<file path="config.mk">
export PLATFORM = sky130hd
export DESIGN_NAME = utf8_stream_decoder_unit
export DESIGN_NICKNAME = d
export VERILOG_FILES = /design/src/hw/rtl/utf8sd_pkg.sv /design/src/hw/rtl/utf8sd_front.sv /design/src/hw/rtl/utf8sd_queue.sv /design/src/hw/rtl/utf8sd_back.sv /design/src/hw/rtl/utf8_stream_decoder_unit.sv
export VERILOG_INCLUDE_DIRS = /design/src /design/src/hw/rtl
export SDC_FILE = /design/constraint.sdc
export NUM_CORES = 1
export LEC_CHECK = 0
export BUFFER_PORTS_ARGS = -buffer_cell sky130_fd_sc_hd__buf_2
export CAP_MARGIN = 20
export CORE_MARGIN = 10
export CORE_UTILIZATION = 39
export DETAILED_ROUTE_END_ITERATION = 16
export GPL_TIMING_DRIVEN = 0
export HOLD_SLACK_MARGIN = 0.12
export PLACE_DENSITY = 0.61
export SLEW_MARGIN = 15
export SYNTH_ARGS = -nofsm -noshare
export SYNTH_HDL_FRONTEND = slang
export SYNTH_HIERARCHICAL = 1
export SYNTH_SLANG_ARGS = --single-unit
</file>
<file path="constraint.sdc">
create_clock -name aclk -period 6.2 [get_ports aclk]
set_clock_uncertainty 0.05 [all_clocks]
set_input_delay 0 -clock aclk [delete_from_list [all_inputs] [get_ports aclk]]
set_output_delay 0 -clock aclk [all_outputs]
set_load 0.005 [all_outputs]
</file>
<file path="src/hw/rtl/utf8_stream_decoder_unit_assert.svh">
// Assertion macros used by the decoder output stage (utf8sd_back).
`ifndef UTF8_STREAM_DECODER_UNIT_ASSERT_SVH
`define UTF8_STREAM_DECODER_UNIT_ASSERT_SVH

// condition must hold while the block is out of reset
`define U8SD_ASSERT_ALWAYS(lbl, cond, msg) \
    lbl: assert property (@(posedge aclk) disable iff (!aresetn) (cond)) else $error(msg);

// consequent must hold in the same cycle as the antecedent
`define U8SD_ASSERT_IMPLIES(lbl, ante, cons, msg) \
    lbl: assert property (@(posedge aclk) disable iff (!aresetn) (ante) |-> (cons)) \
        else $error(msg);

// consequent must hold in the cycle after the antecedent
`define U8SD_ASSERT_NEXT(lbl, ante, cons, msg) \
    lbl: assert property (@(posedge aclk) disable iff (!aresetn) (ante) |=> (cons)) \
        else $error(msg);

`endif

</file>
<file path="src/hw/rtl/utf8sd_pkg.sv">
// Types and constants shared by the UTF-8 stream decoder modules.
package utf8sd_pkg;

    localparam int CP_W = 31;

    localparam logic [CP_W-1:0] CODE_LIMIT      = 31'h0011_0000;
    localparam logic [CP_W-1:0] REPL_CHAR_RESET = 31'h0000_FFFD;

    localparam logic CMD_DECODE = 1'b0;
    localparam logic CMD_FLUSH  = 1'b1;

    localparam logic REG_IDX_ENABLE = 1'b0;
    localparam logic REG_IDX_CHAR   = 1'b1;

    typedef struct packed {
        logic            repl_enable;
        logic [CP_W-1:0] repl_char;
    } cfg_t;

    typedef struct packed {
        logic [CP_W-1:0] code_point;
        logic            is_repl;
    } result_t;

    typedef struct packed {
        result_t first;
        logic    has_second;
        result_t second;
    } q_entry_t;

endpackage

</file>
<file path="src/hw/rtl/utf8sd_front.sv">
// Front end: accepts bytes and flushes, tracks the pending sequence, builds result entries.
module utf8sd_front (
    input  logic                  aclk,
    input  logic                  aresetn,
    input  logic                  s_valid,
    output logic                  s_ready,
    input  logic                  s_command,
    input  logic [7:0]            s_byte_value,
    input  utf8sd_pkg::cfg_t      cfg,
    input  logic                  q_full,
    output logic                  q_push,
    output utf8sd_pkg::q_entry_t  q_entry
);

    logic [2:0]                  pend_reg, pend_next;
    logic [utf8sd_pkg::CP_W-1:0] part_reg, part_next;
    logic [4:0]                  minb_reg, minb_next;

    logic                        accept;
    logic                        lead;
    logic                        err_a;
    logic                        res_b;
    logic                        emit_a;
    logic                        emit_b;
    logic                        seq_ok;
    logic [utf8sd_pkg::CP_W-1:0] shifted;
    utf8sd_pkg::result_t         res_a_val;
    utf8sd_pkg::result_t         res_b_val;

    assign s_ready = !q_full;
    assign accept  = s_valid && s_ready;
    assign shifted = {part_reg[utf8sd_pkg::CP_W-7:0], s_byte_value[5:0]};
    assign seq_ok  = ((shifted >> minb_reg) != '0) && (shifted < utf8sd_pkg::CODE_LIMIT);

    always_comb begin
        pend_next = pend_reg;
        part_next = part_reg;
        minb_next = minb_reg;
        lead      = 1'b0;
        err_a     = 1'b0;
        res_b     = 1'b0;
        res_b_val = '{code_point: cfg.repl_char, is_repl: 1'b1};
        res_a_val = '{code_point: cfg.repl_char, is_repl: 1'b1};

        if (s_command == utf8sd_pkg::CMD_FLUSH) begin
            err_a     = (pend_reg != 3'd0);
            pend_next = '0;
            part_next = '0;
            minb_next = '0;
        end else begin
            lead = 1'b1;
            if (pend_reg != 3'd0) begin
                if (s_byte_value[7:6] == 2'b10) begin
                    lead      = 1'b0;
                    part_next = shifted;
                    pend_next = pend_reg - 3'd1;
                    if (pend_reg == 3'd1) begin
                        res_b = 1'b1;
                        if (seq_ok) begin
                            res_b_val = '{code_point: shifted, is_repl: 1'b0};
                        end
                        part_next = '0;
                        minb_next = '0;
                    end
                end else begin
                    err_a     = 1'b1;
                    pend_next = '0;
                    part_next = '0;
                    minb_next = '0;
                end
            end
            if (lead) begin
                unique casez (s_byte_value)
                    8'b0???????: begin
                        res_b     = 1'b1;
                        res_b_val = '{code_point: {23'd0, s_byte_value}, is_repl: 1'b0};
                    end
                    8'b10??????: begin
                        res_b = 1'b1;
                    end
                    8'b110?????: begin
                        pend_next = 3'd1;
                        part_next = {26'd0, s_byte_value[4:0]};
                        minb_next = 5'd7;
                    end
                    8'b1110????: begin
                        pend_next = 3'd2;
                        part_next = {27'd0, s_byte_value[3:0]};
                        minb_next = 5'd11;
                    end
                    8'b11110???: begin
                        pend_next = 3'd3;
                        part_next = {28'd0, s_byte_value[2:0]};
                        minb_next = 5'd16;
                    end
                    8'b111110??: begin
                        pend_next = 3'd4;
                        part_next = {29'd0, s_byte_value[1:0]};
                        minb_next = 5'd21;
                    end
                    8'b1111110?: begin
                        pend_next = 3'd5;
                        part_next = {30'd0, s_byte_value[0]};
                        minb_next = 5'd26;
                    end
                    default: begin
                        res_b = 1'b1;
                    end
                endcase
            end
        end
    end

    assign emit_a = err_a && cfg.repl_enable;
    assign emit_b = res_b && (!res_b_val.is_repl || cfg.repl_enable);

    always_comb begin
        q_entry.first      = emit_a ? res_a_val : res_b_val;
        q_entry.has_second = emit_a && emit_b;
        q_entry.second     = res_b_val;
    end

    assign q_push = accept && (emit_a || emit_b);

    always_ff @(posedge aclk) begin
        if (!aresetn) begin
            pend_reg <= '0;
            part_reg <= '0;
            minb_reg <= '0;
        end else if (accept) begin
            pend_reg <= pend_next;
            part_reg <= part_next;
            minb_reg <= minb_next;
        end
    end

endmodule

</file>
<file path="src/hw/rtl/utf8sd_queue.sv">
// Result entry queue between the front end and the output stage.
module utf8sd_queue #(
    parameter int DEPTH = 4
) (
    input  logic                 aclk,
    input  logic                 aresetn,
    input  logic                 push,
    input  utf8sd_pkg::q_entry_t push_entry,
    output logic                 full,
    input  logic                 pop,
    output logic                 q_valid,
    output utf8sd_pkg::q_entry_t head
);

    localparam int PW = (DEPTH > 1) ? $clog2(DEPTH) : 1;
    localparam int CW = $clog2(DEPTH + 1);
    localparam logic [PW-1:0] LAST_PTR = PW'(DEPTH - 1);
    localparam logic [CW-1:0] FULL_CNT = CW'(DEPTH);

    utf8sd_pkg::q_entry_t slot_reg [DEPTH];
    logic [PW-1:0]        wr_ptr_reg, wr_ptr_next;
    logic [PW-1:0]        rd_ptr_reg, rd_ptr_next;
    logic [CW-1:0]        cnt_reg, cnt_next;

    assign full    = (cnt_reg == FULL_CNT);
    assign q_valid = (cnt_reg != '0);
    assign head    = slot_reg[rd_ptr_reg];

    always_comb begin
        wr_ptr_next = wr_ptr_reg;
        rd_ptr_next = rd_ptr_reg;
        cnt_next    = cnt_reg;
        if (push) begin
            wr_ptr_next = (wr_ptr_reg == LAST_PTR) ? '0 : wr_ptr_reg + PW'(1);
        end
        if (pop) begin
            rd_ptr_next = (rd_ptr_reg == LAST_PTR) ? '0 : rd_ptr_reg + PW'(1);
        end
        if (push && !pop) begin
            cnt_next = cnt_reg + CW'(1);
        end else if (pop && !push) begin
            cnt_next = cnt_reg - CW'(1);
        end
    end

    always_ff @(posedge aclk) begin
        if (!aresetn) begin
            wr_ptr_reg <= '0;
            rd_ptr_reg <= '0;
            cnt_reg    <= '0;
        end else begin
            wr_ptr_reg <= wr_ptr_next;
            rd_ptr_reg <= rd_ptr_next;
            cnt_reg    <= cnt_next;
        end
    end

    always_ff @(posedge aclk) begin
        if (push) begin
            slot_reg[wr_ptr_reg] <= push_entry;
        end
    end

endmodule

</file>
<file path="src/hw/rtl/utf8sd_back.sv">
// Output stage: unpacks queue entries into one result beat per cycle while m_ready accepts them.
module utf8sd_back (
    input  logic                        aclk,
    input  logic                        aresetn,
    input  logic                        q_valid,
    input  utf8sd_pkg::q_entry_t        head,
    output logic                        pop,
    output logic                        m_valid,
    input  logic                        m_ready,
    output logic [utf8sd_pkg::CP_W-1:0] m_code_point,
    output logic                        m_is_replacement,
    output logic                        m_last
);

    `include "utf8_stream_decoder_unit_assert.svh"

    logic                 m_valid_reg;
    logic                 m_last_reg;
    utf8sd_pkg::result_t  out_reg;
    logic                 sec_valid_reg;
    utf8sd_pkg::result_t  sec_reg;
    logic                 out_free;

    assign out_free = !m_valid_reg || m_ready;
    assign pop      = out_free && !sec_valid_reg && q_valid;

    always_ff @(posedge aclk) begin
        if (!aresetn) begin
            m_valid_reg   <= 1'b0;
            sec_valid_reg <= 1'b0;
        end else if (out_free) begin
            if (sec_valid_reg) begin
                m_valid_reg   <= 1'b1;
                sec_valid_reg <= 1'b0;
            end else begin
                m_valid_reg   <= q_valid;
                sec_valid_reg <= q_valid && head.has_second;
            end
        end
    end

    always_ff @(posedge aclk) begin
        if (out_free) begin
            if (sec_valid_reg) begin
                out_reg    <= sec_reg;
                m_last_reg <= 1'b1;
            end else begin
                out_reg    <= head.first;
                m_last_reg <= !head.has_second;
                sec_reg    <= head.second;
            end
        end
    end

    assign m_valid          = m_valid_reg;
    assign m_code_point     = out_reg.code_point;
    assign m_is_replacement = out_reg.is_repl;
    assign m_last           = m_last_reg;

    `U8SD_ASSERT_IMPLIES(a_second_has_first, sec_valid_reg, m_valid_reg,
        "second held without first")
    `U8SD_ASSERT_IMPLIES(a_not_last_pairs, m_valid_reg && !m_last_reg, sec_valid_reg,
        "orphan beat")
    `U8SD_ASSERT_NEXT(a_second_is_last, m_valid_reg && m_ready && sec_valid_reg,
        m_valid_reg && m_last_reg, "second beat lost")

endmodule

</file>
<file path="src/hw/rtl/utf8_stream_decoder_unit.sv">
// Top level of the streaming UTF-8 decoder with APB register port.
// Usage:
//   Input channel s_*: one beat carries a byte (s_command = 0) or a flush (s_command = 1).
//   Result channel m_*: one beat per decoded code point or replacement character;
//   m_last marks the final result of an input beat, which gives zero, one or two.
//   Throughput: one input beat per cycle while the queue is not full; the output stage sends
//   one result per cycle while m_ready is high, so an input beat that yields two results takes two output beats.
//   Path: the entry of an accepted input beat is written into the result queue at the
//   accepting edge and then loaded into the output register, where m_valid rises;
//   a second result follows in the cycle after the first is taken.
//   The result queue of QUEUE_DEPTH entries lets the front end keep taking bytes
//   while the receiver stalls; s_ready drops only when the queue is full.
//   Registers (APB, write at psel & penable & pwrite): 0x0 replacement enable,
//   0x4 replacement character; reset values 1 and 0xFFFD.
//   Reset (aresetn low, synchronous) clears any pending sequence, the queue
//   and the output valid flags.
module utf8_stream_decoder_unit #(
    parameter int QUEUE_DEPTH = 4
) (
    input  logic                        aclk,
    input  logic                        aresetn,
    input  logic                        psel,
    input  logic                        penable,
    input  logic                        pwrite,
    input  logic [2:0]                  paddr,
    input  logic [31:0]                 pwdata,
    output logic [31:0]                 prdata,
    output logic                        pready,
    input  logic                        s_valid,
    output logic                        s_ready,
    input  logic                        s_command,
    input  logic [7:0]                  s_byte_value,
    output logic                        m_valid,
    input  logic                        m_ready,
    output logic [utf8sd_pkg::CP_W-1:0] m_code_point,
    output logic                        m_is_replacement,
    output logic                        m_last
);

    utf8sd_pkg::cfg_t     cfg_reg;
    logic                 cfg_wr;
    logic                 q_push;
    logic                 q_full;
    logic                 q_pop;
    logic                 q_valid;
    utf8sd_pkg::q_entry_t q_in;
    utf8sd_pkg::q_entry_t q_head;

    assign pready = 1'b1;
    assign cfg_wr = psel && penable && pwrite && pready;

    always_ff @(posedge aclk) begin
        if (!aresetn) begin
            cfg_reg.repl_enable <= 1'b1;
            cfg_reg.repl_char   <= utf8sd_pkg::REPL_CHAR_RESET;
        end else if (cfg_wr) begin
            if (paddr[2] == utf8sd_pkg::REG_IDX_ENABLE) begin
                cfg_reg.repl_enable <= pwdata[0];
            end else begin
                cfg_reg.repl_char <= pwdata[utf8sd_pkg::CP_W-1:0];
            end
        end
    end

    always_comb begin
        if (paddr[2] == utf8sd_pkg::REG_IDX_CHAR) begin
            prdata = {1'b0, cfg_reg.repl_char};
        end else begin
            prdata = {31'd0, cfg_reg.repl_enable};
        end
    end

    utf8sd_front u_front (
        .aclk         (aclk),
        .aresetn      (aresetn),
        .s_valid      (s_valid),
        .s_ready      (s_ready),
        .s_command    (s_command),
        .s_byte_value (s_byte_value),
        .cfg          (cfg_reg),
        .q_full       (q_full),
        .q_push       (q_push),
        .q_entry      (q_in)
    );

    utf8sd_queue #(
        .DEPTH (QUEUE_DEPTH)
    ) u_queue (
        .aclk       (aclk),
        .aresetn    (aresetn),
        .push       (q_push),
        .push_entry (q_in),
        .full       (q_full),
        .pop        (q_pop),
        .q_valid    (q_valid),
        .head       (q_head)
    );

    utf8sd_back u_back (
        .aclk             (aclk),
        .aresetn          (aresetn),
        .q_valid          (q_valid),
        .head             (q_head),
        .pop              (q_pop),
        .m_valid          (m_valid),
        .m_ready          (m_ready),
        .m_code_point     (m_code_point),
        .m_is_replacement (m_is_replacement),
        .m_last           (m_last)
    );

endmodule
</file>
# After elaboration in Yosys (flattened, before gate mapping)

Memories as Yosys holds them, arrays and structs flattened. A register that Yosys moved wholly into a read port is not among the register bits.
Cells that the tools add are included.

$add $sub $neg: 5
Order comparisons: 1
Equal/unequal tests: 10
Shifts and indexed selects: 1
Multiplexer cells: 48
Bitwise gates (word level): 2
Reduce and logical (&&, ||, !) cells: 31

Operator list:

| operator                                             | count |
|---|---|
| two-way mux 32 bit                                   | 9 |
| two-way mux 31 bit                                   | 6 |
| one-hot mux 31 bit (5 select lines)                  | 1 |
| < comparator 31 x 21 -> 1 bit, second input constant | 1 |
| nonzero test 31 bit                                  | 1 |
| >> shifter 31 x 5 -> 31 bit                          | 1 |
| two-way mux 5 bit                                    | 5 |
| one-hot mux 5 bit (5 select lines)                   | 1 |
| two-way mux 3 bit                                    | 6 |
| two-way mux 1 bit                                    | 15 |
| one-hot mux 3 bit (5 select lines)                   | 1 |
| logical AND 1 bit                                    | 13 |
| two-way mux 2 bit                                    | 4 |
| equality test 7 bit, second input constant           | 1 |
| zero test 1 bit                                      | 7 |
| equality test 2 bit, second input constant           | 3 |
| equality test 3 bit, second input constant           | 2 |
| equality test 6 bit, second input constant           | 1 |
| AND reduction 2 bit                                  | 3 |
| nonzero test 3 bit                                   | 2 |
| subtractor 3 x 1 -> 3 bit, second input constant     | 2 |
| equality test 5 bit, second input constant           | 1 |
| OR reduction 5 bit                                   | 1 |
| adder 2 x 1 -> 2 bit, second input constant          | 2 |
| other kinds (6)                                      | 9 |

Flip-flop bits (word level): 145
Bits in writable memories: 260
Input port bits: 51
Output and inout port bits: 68
Memories: 1

Memories:

| memory           | words | width | rd ports | clocked after memory_dff | write ports | line               | text |
|---|---|---|---|---|---|---|---|
| u_queue.slot_reg | 4     | 65    | 1        | 1                        | 1           | utf8sd_queue.sv:20 | `utf8sd_pkg::q_entry_t slot_reg [DEPTH];` |

# Logic depth before layout (Yosys ltp)

Depth after elaboration: 19
Gate-level depth with buffers: 18
Depth with buffers taken out: 15

# By module

Netlist, hierarchy kept.

Modules (own cells, without submodules):

| module                   | times used | cells each | area an instance (um^2) | seq. area each (um^2) |
|---|---|---|---|---|
| utf8sd_queue             | 1          | 383        | 9883.2                  | 7987.7 |
| utf8sd_front             | 1          | 474        | 3477.1                  | 660.6 |
| utf8sd_back              | 1          | 112        | 2580.0                  | 1991.9 |
| utf8_stream_decoder_unit | 1          | 178        | 1624.1                  | 640.6 |

# Least setup slack after synthesis

OpenSTA, ideal clock, no wires.

Path type: reg-to-reg
From: register u_front.minb_reg[0]
To: memory u_queue/slot_reg[0][0] (netlist name) (enable)
Setup time: 0.430 ns
Arrival time: 3.639 ns
Required time: 5.720 ns
Slack: 2.082 ns
Stages on the path, launching flop included: 12
Buffers on the path: 3
Clock period less this slack: 4.118 ns
Cell sequence: dfxtp_1 > buf_6 > buf_12 > buf_12 > mux2i_1 > a22o_1 > a311o_1 > a32oi_2 > nor2_2 > a21oi_1 > o311a_1 > and2_1

Word-level cells in the longest chain between the ends: 17

RTL lines:

| what                                        | line                           | text |
|---|---|---|
| start: declaration                          | utf8sd_front.sv:17             | `logic [4:0] minb_reg, minb_next;` |
| start signal: assignment                    | utf8sd_front.sv:133            | `minb_reg <= minb_next;` |
| >> shifter 31 x 5 -> 31 bit (*)             | utf8sd_front.sv:33             | `assign seq_ok = ((shifted >> minb_reg) != '0) && (shifted < utf8sd_pkg::CODE_LIMIT);` |
| nonzero test 31 bit (*)                     | utf8sd_front.sv:33             |  |
| logical AND 1 bit (*)                       | utf8sd_front.sv:33             |  |
| two-way mux 32 bit (*)                      | utf8sd_front.sv:59             | `if (seq_ok) begin` |
| two-way mux 32 bit (*)                      | utf8sd_front.sv:57             | `if (pend_reg == 3'd1) begin` |
| two-way mux 32 bit (*)                      | utf8sd_front.sv:53             | `if (s_byte_value[7:6] == 2'b10) begin` |
| two-way mux 32 bit (*)                      | utf8sd_front.sv:52             | `if (pend_reg != 3'd0) begin` |
| two-way mux 32 bit                          | utf8sd_front.sv:73             | `unique casez (s_byte_value)` |
| [2 not listed]                              | --                             |  |
| zero test 1 bit (*)                         | utf8sd_front.sv:115            | `assign emit_b = res_b && (!res_b_val.is_repl \|\| cfg.repl_enable);` |
| logical OR 1 bit (*)                        | utf8sd_front.sv:115            |  |
| logical AND 1 bit (*)                       | utf8sd_front.sv:115            |  |
| logical OR 1 bit (*)                        | utf8sd_front.sv:123            | `assign q_push = accept && (emit_a \|\| emit_b);` |
| logical AND 1 bit (*)                       | utf8sd_front.sv:123            |  |
| via q_push                                  | utf8_stream_decoder_unit.sv:42 | `logic q_push;` |
| two-way mux 1 bit (*)                       | utf8sd_queue.sv:59             | `if (push) begin` |
| two-way mux 1 bit (implied by the code) (*) | utf8sd_queue.sv:60             | `slot_reg[wr_ptr_reg] <= push_entry;` |
| end: declaration                            | utf8sd_queue.sv:20             |  |

Mark *: on every way through the listed nets, which the timed path passes. The rest lies on a longest branch.

# Worst setup path after layout

From: register u_front/part_reg[16] (netlist name)
To: register u_queue.cnt_reg[2]

Word-level cells in the longest chain between the ends: 18

RTL lines:

| what                         | line                           | text |
|---|---|---|
| start: declaration           | utf8sd_front.sv:16             | `logic [utf8sd_pkg::CP_W-1:0] part_reg, part_next;` |
| start signal: assignment     | utf8sd_front.sv:132            | `part_reg <= part_next;` |
| >> shifter 31 x 5 -> 31 bit  | utf8sd_front.sv:33             |  |
| nonzero test 31 bit          | utf8sd_front.sv:33             |  |
| logical AND 1 bit (*)        | utf8sd_front.sv:33             |  |
| two-way mux 32 bit (*)       | utf8sd_front.sv:59             |  |
| two-way mux 32 bit (*)       | utf8sd_front.sv:57             |  |
| two-way mux 32 bit (*)       | utf8sd_front.sv:53             |  |
| two-way mux 32 bit (*)       | utf8sd_front.sv:52             |  |
| two-way mux 32 bit           | utf8sd_front.sv:73             |  |
| [3 not listed]               | --                             |  |
| logical OR 1 bit (*)         | utf8sd_front.sv:115            |  |
| logical AND 1 bit (*)        | utf8sd_front.sv:115            |  |
| logical OR 1 bit (*)         | utf8sd_front.sv:123            |  |
| logical AND 1 bit (*)        | utf8sd_front.sv:123            |  |
| via q_push                   | utf8_stream_decoder_unit.sv:42 |  |
| zero test 1 bit              | utf8sd_queue.sv:41             | `end else if (pop && !push) begin` |
| logical AND 1 bit            | utf8sd_queue.sv:41             |  |
| nonzero test 2 bit (no line) | --                             |  |
| end signal: assignment       | utf8sd_queue.sv:54             | `cnt_reg <= cnt_next;` |
| end: declaration             | utf8sd_queue.sv:23             | `logic [CW-1:0] cnt_reg, cnt_next;` |

Marks and branches as above.
A chain may end at the register's enable or synchronous reset.

==> flow_summary_export.csv <==
group,metric,value,unit
outcome,outcome,"finished, final reports clean",
die,core,44400,sq um
global_route,antenna_found_initial,1,
die,fp.dieArea,53900,sq um
timing,fmax,0.252,GHz
power_and_ir_drop,peakVddDrop,0.177,mV
detailed_routing,finalWirelength,45900,um
die,start_util,39.5,%
synthesis,syn_nets,1208,
timing,setup-violations-final,0,
synthesis,ys.flop_type,"edfxtp_1",
placement,pre_cts_ws,2.25,ns
finish,layout-drive-gt1-share,25.1,%
synthesis,synthTopCellsByArea,"edfxtp_1 (56%), dfxtp_1 (8.7%), mux4_2 (8.6%)",
detailed_routing,met1Wirelength,19600,um
synthesis,syn_inst,1147,
clock_network,cts.path.max_buffers,3,
timing,slew_violations,0,
setup_path,endpoint_kind,"flip-flop",
hold_path,min_path_type,"in2reg",
finish,fill_cells,3846,
detailed_routing,dr_wl_met3,3420,um
timing,setup_slack,2.23,ns
timing,finalSetupTns,0,ns
detailed_routing,wl_met2,22000,um
placement,place.gp.congestion,0.896,
clock_network,cts_made_buffers,43,
synthesis,synth_edf_count,325,
detailed_routing,vias,10600,
die,die_w,232,um
die,num_rows,77,
detailed_routing,first_iter_violations,914,
timing,hold_violations,0,
global_route,grt_max_degree,47,
setup_path,critPathMaxFanout,9,
synthesis,netlist_area,17600,sq um
power_and_ir_drop,leakagePower,0.00717,uW
finish,num-nets-final,1420,
synthesis,async_reset_ff_share,0,%
job,maxCapViolations,0,
synthesis,syn_avg_cell_area,15.3,sq um
timing,hold_ws,0.144,ns
power_and_ir_drop,total_power,7490,uW
placement,port_buffers,111,
timing,post-route-min-period,3.97,ns
finish,syn_to_final_growth,19.2,%
timing,max_slew_margin,27.2,%
detailed_routing,wl_per_cell,23.1,um
clock_network,cts_resized,0,
global_route,grt_pass1_vias,10900,
timing,tightest_slew,1.09,ns
clock_network,insertion_delay,0.57,ns
die,dieHeight,232,um
clock_network,clkTransAtPathRegs,0.06,ns
power_and_ir_drop,p_per_area,358,nW/um^2
detailed_routing,dr.max_layer_used,"met4",
detailed_routing,drc_errors,0,
timing,finalCritPeriodShare,64.1,%
finish,largest_register_ff_count,260,
placement,place_hpwl,31000,um
synthesis,synth_top_area_cell,"edfxtp_1",
timing,rsz0062_at_grt,"no",
finish,layout_common_cells,"edfxtp_1 (325), buf_2 (122), dfxtp_1 (76)",
synthesis,ys_seq_elements,401,
setup_path,worstPathRequired,6.64,ns
global_route,grt_overflow,0,
global_route,track_usage,17.0,%
detailed_routing,viasPerCell,5.35,
synthesis,synthDistinctLibCells,75,
setup_path,startpoint_type,"flip-flop",
clock_network,root_buffer,"clkbuf_16",
clock_network,post_cts_buffers,0,
clock_network,cts_sinks,401,
synthesis,seq_area_frac_synth,64.2,%
setup_path,worstSetupPathType,"reg2reg",
synthesis,yosys.area.top_type_share,55.6,%
global_route,grt_first_pass_wirelength,69000,um
detailed_routing,postRouteAntennaNets,0,
clock_network,cts_tree,"yes",
synthesis,ys_warn_count,6,
detailed_routing,firstDrtPassIters,5,
setup_path,cp_data_arrival_time,4.42,ns
finish,layout_commonest_cell,"edfxtp_1",
clock_network,h-tree-depth,2,
die,ioPinCount,119,
==> critical path: stages, from the launching register on <==
cell and delay [ns]:
dfxtp_1 0.29, clkbuf_1 0.23, mux4_1 0.60, or3_1 0.40, o211ai_1 0.11, o311a_1 0.22, a32oi_2 0.11, nor2_2 0.24
a21oi_1 0.15, o311a_1 0.44, ha_1 0.28, inv_1 0.07, fa_1 0.18, xor2_1 0.07, or3_1 0.29, a21boi_0 0.16
==> final cells by class <==
type	instances	area, sq um	area share, %
Sequential cell	401	11300	53.9
Antenna cell	1	2.50	0.0120
Inverter	38	148	0.705
Tap cell	592	741	3.54
Timing Repair Buffer	167	1200	5.73
Buffer	70	566	2.70
Multi-Input combinational cell	638	5590	26.7
Clock buffer	60	1180	5.64
Clock inverter	20	226	1.08
==> routing by layer <==
metal / up-vias / global-route usage [%]
met5: - / 0
met4: 0 / 4.19
met3: 58 / 3.38
met2: 380 / 27.7
met1: 5390 / 22.7
li1: 4804 / -
==> metrics by stage <==
| step | cells | cell area [sq um] | utilization (%) |
|---|---|---|---|
| 2_1_floorplan | 1147 | 17600 | - |
| 3_3_place_gp | 1850 | 18900 | 42.5 |
| 3_5_place_dp | 1856 | 19000 | 42.8 |
| 4_1_cts | 1986 | 20900 | 47.1 |
| 5_1_grt | 1986 | 20900 | 47.1 |
| 6_report | 1987 | 20900 | 47.1 |
==> report_power, final <==
part	switching, uW	total [uW]	internal (uW)	leakage, uW
clock	1050	2560	1510	0.000678
sequential	95.6	3410	3320	0.00363
combinational	756	1510	758	0.00286
total	1910	7490	5580	0.00717
==> timing repair <==
item,4_1_cts,5_1_grt
hold buffers,50,0
hold endpoints to repair,108,0
setup endpoints to repair,0,0
==> cell families (layout without fill, tap and decap cells) <==
group	after synthesis	count (layout)	synth area share, %
simple gates	300	300	9.03
flops	401	401	64.2
compound gates	159	159	6.30
fa+ha+maj	10	10	0.755
other cells	2	3	0.0428
mux	164	164	15.4
xor+xnor	3	3	0.150
buf+inv	108	355	4.06
==> Yosys cell counts, types with 3 or more instances <==
master,instances
o31ai_1,5
a22oi_1,23
o22ai_1,3
o21ai_0,48
buf_4,3
o311a_1,3
nor2b_1,53
buf_12,12
and2_1,63
buf_2,11
mux2_4,38
o21a_1,4
dfxtp_1,76
mux2i_1,50
a21boi_0,6
nand3_1,10
edfxtp_1,325
inv_1,36
a21oi_1,21
a31oi_1,3
nor3b_1,6
a211oi_1,5
nor4_1,5
mux2_2,7
ha_1,9
mux4_2,67
clkbuf_2,3
clkbuf_1,31
nand2b_1,6
or3_1,6
nor3_1,13
nor2_1,48
o211ai_1,3
nand4b_1,3
buf_6,9
nand2_1,72
a32oi_1,8
==> path summary, 6_finish.rpt <==
kind | start | endpoint | slack [ns] | cells after the start
min | psel | cfg_reg[16] | 0.14 | 5
max | u_front/part_reg[16] | u_queue/cnt_reg[2] | 2.23 | 15
min reg2reg | cfg_reg[16] | cfg_reg[16] | 0.42 | 2
max reg2reg | u_front/part_reg[16] | u_queue/cnt_reg[2] | 2.23 | 15
Power figures use the tool's default switching activity.
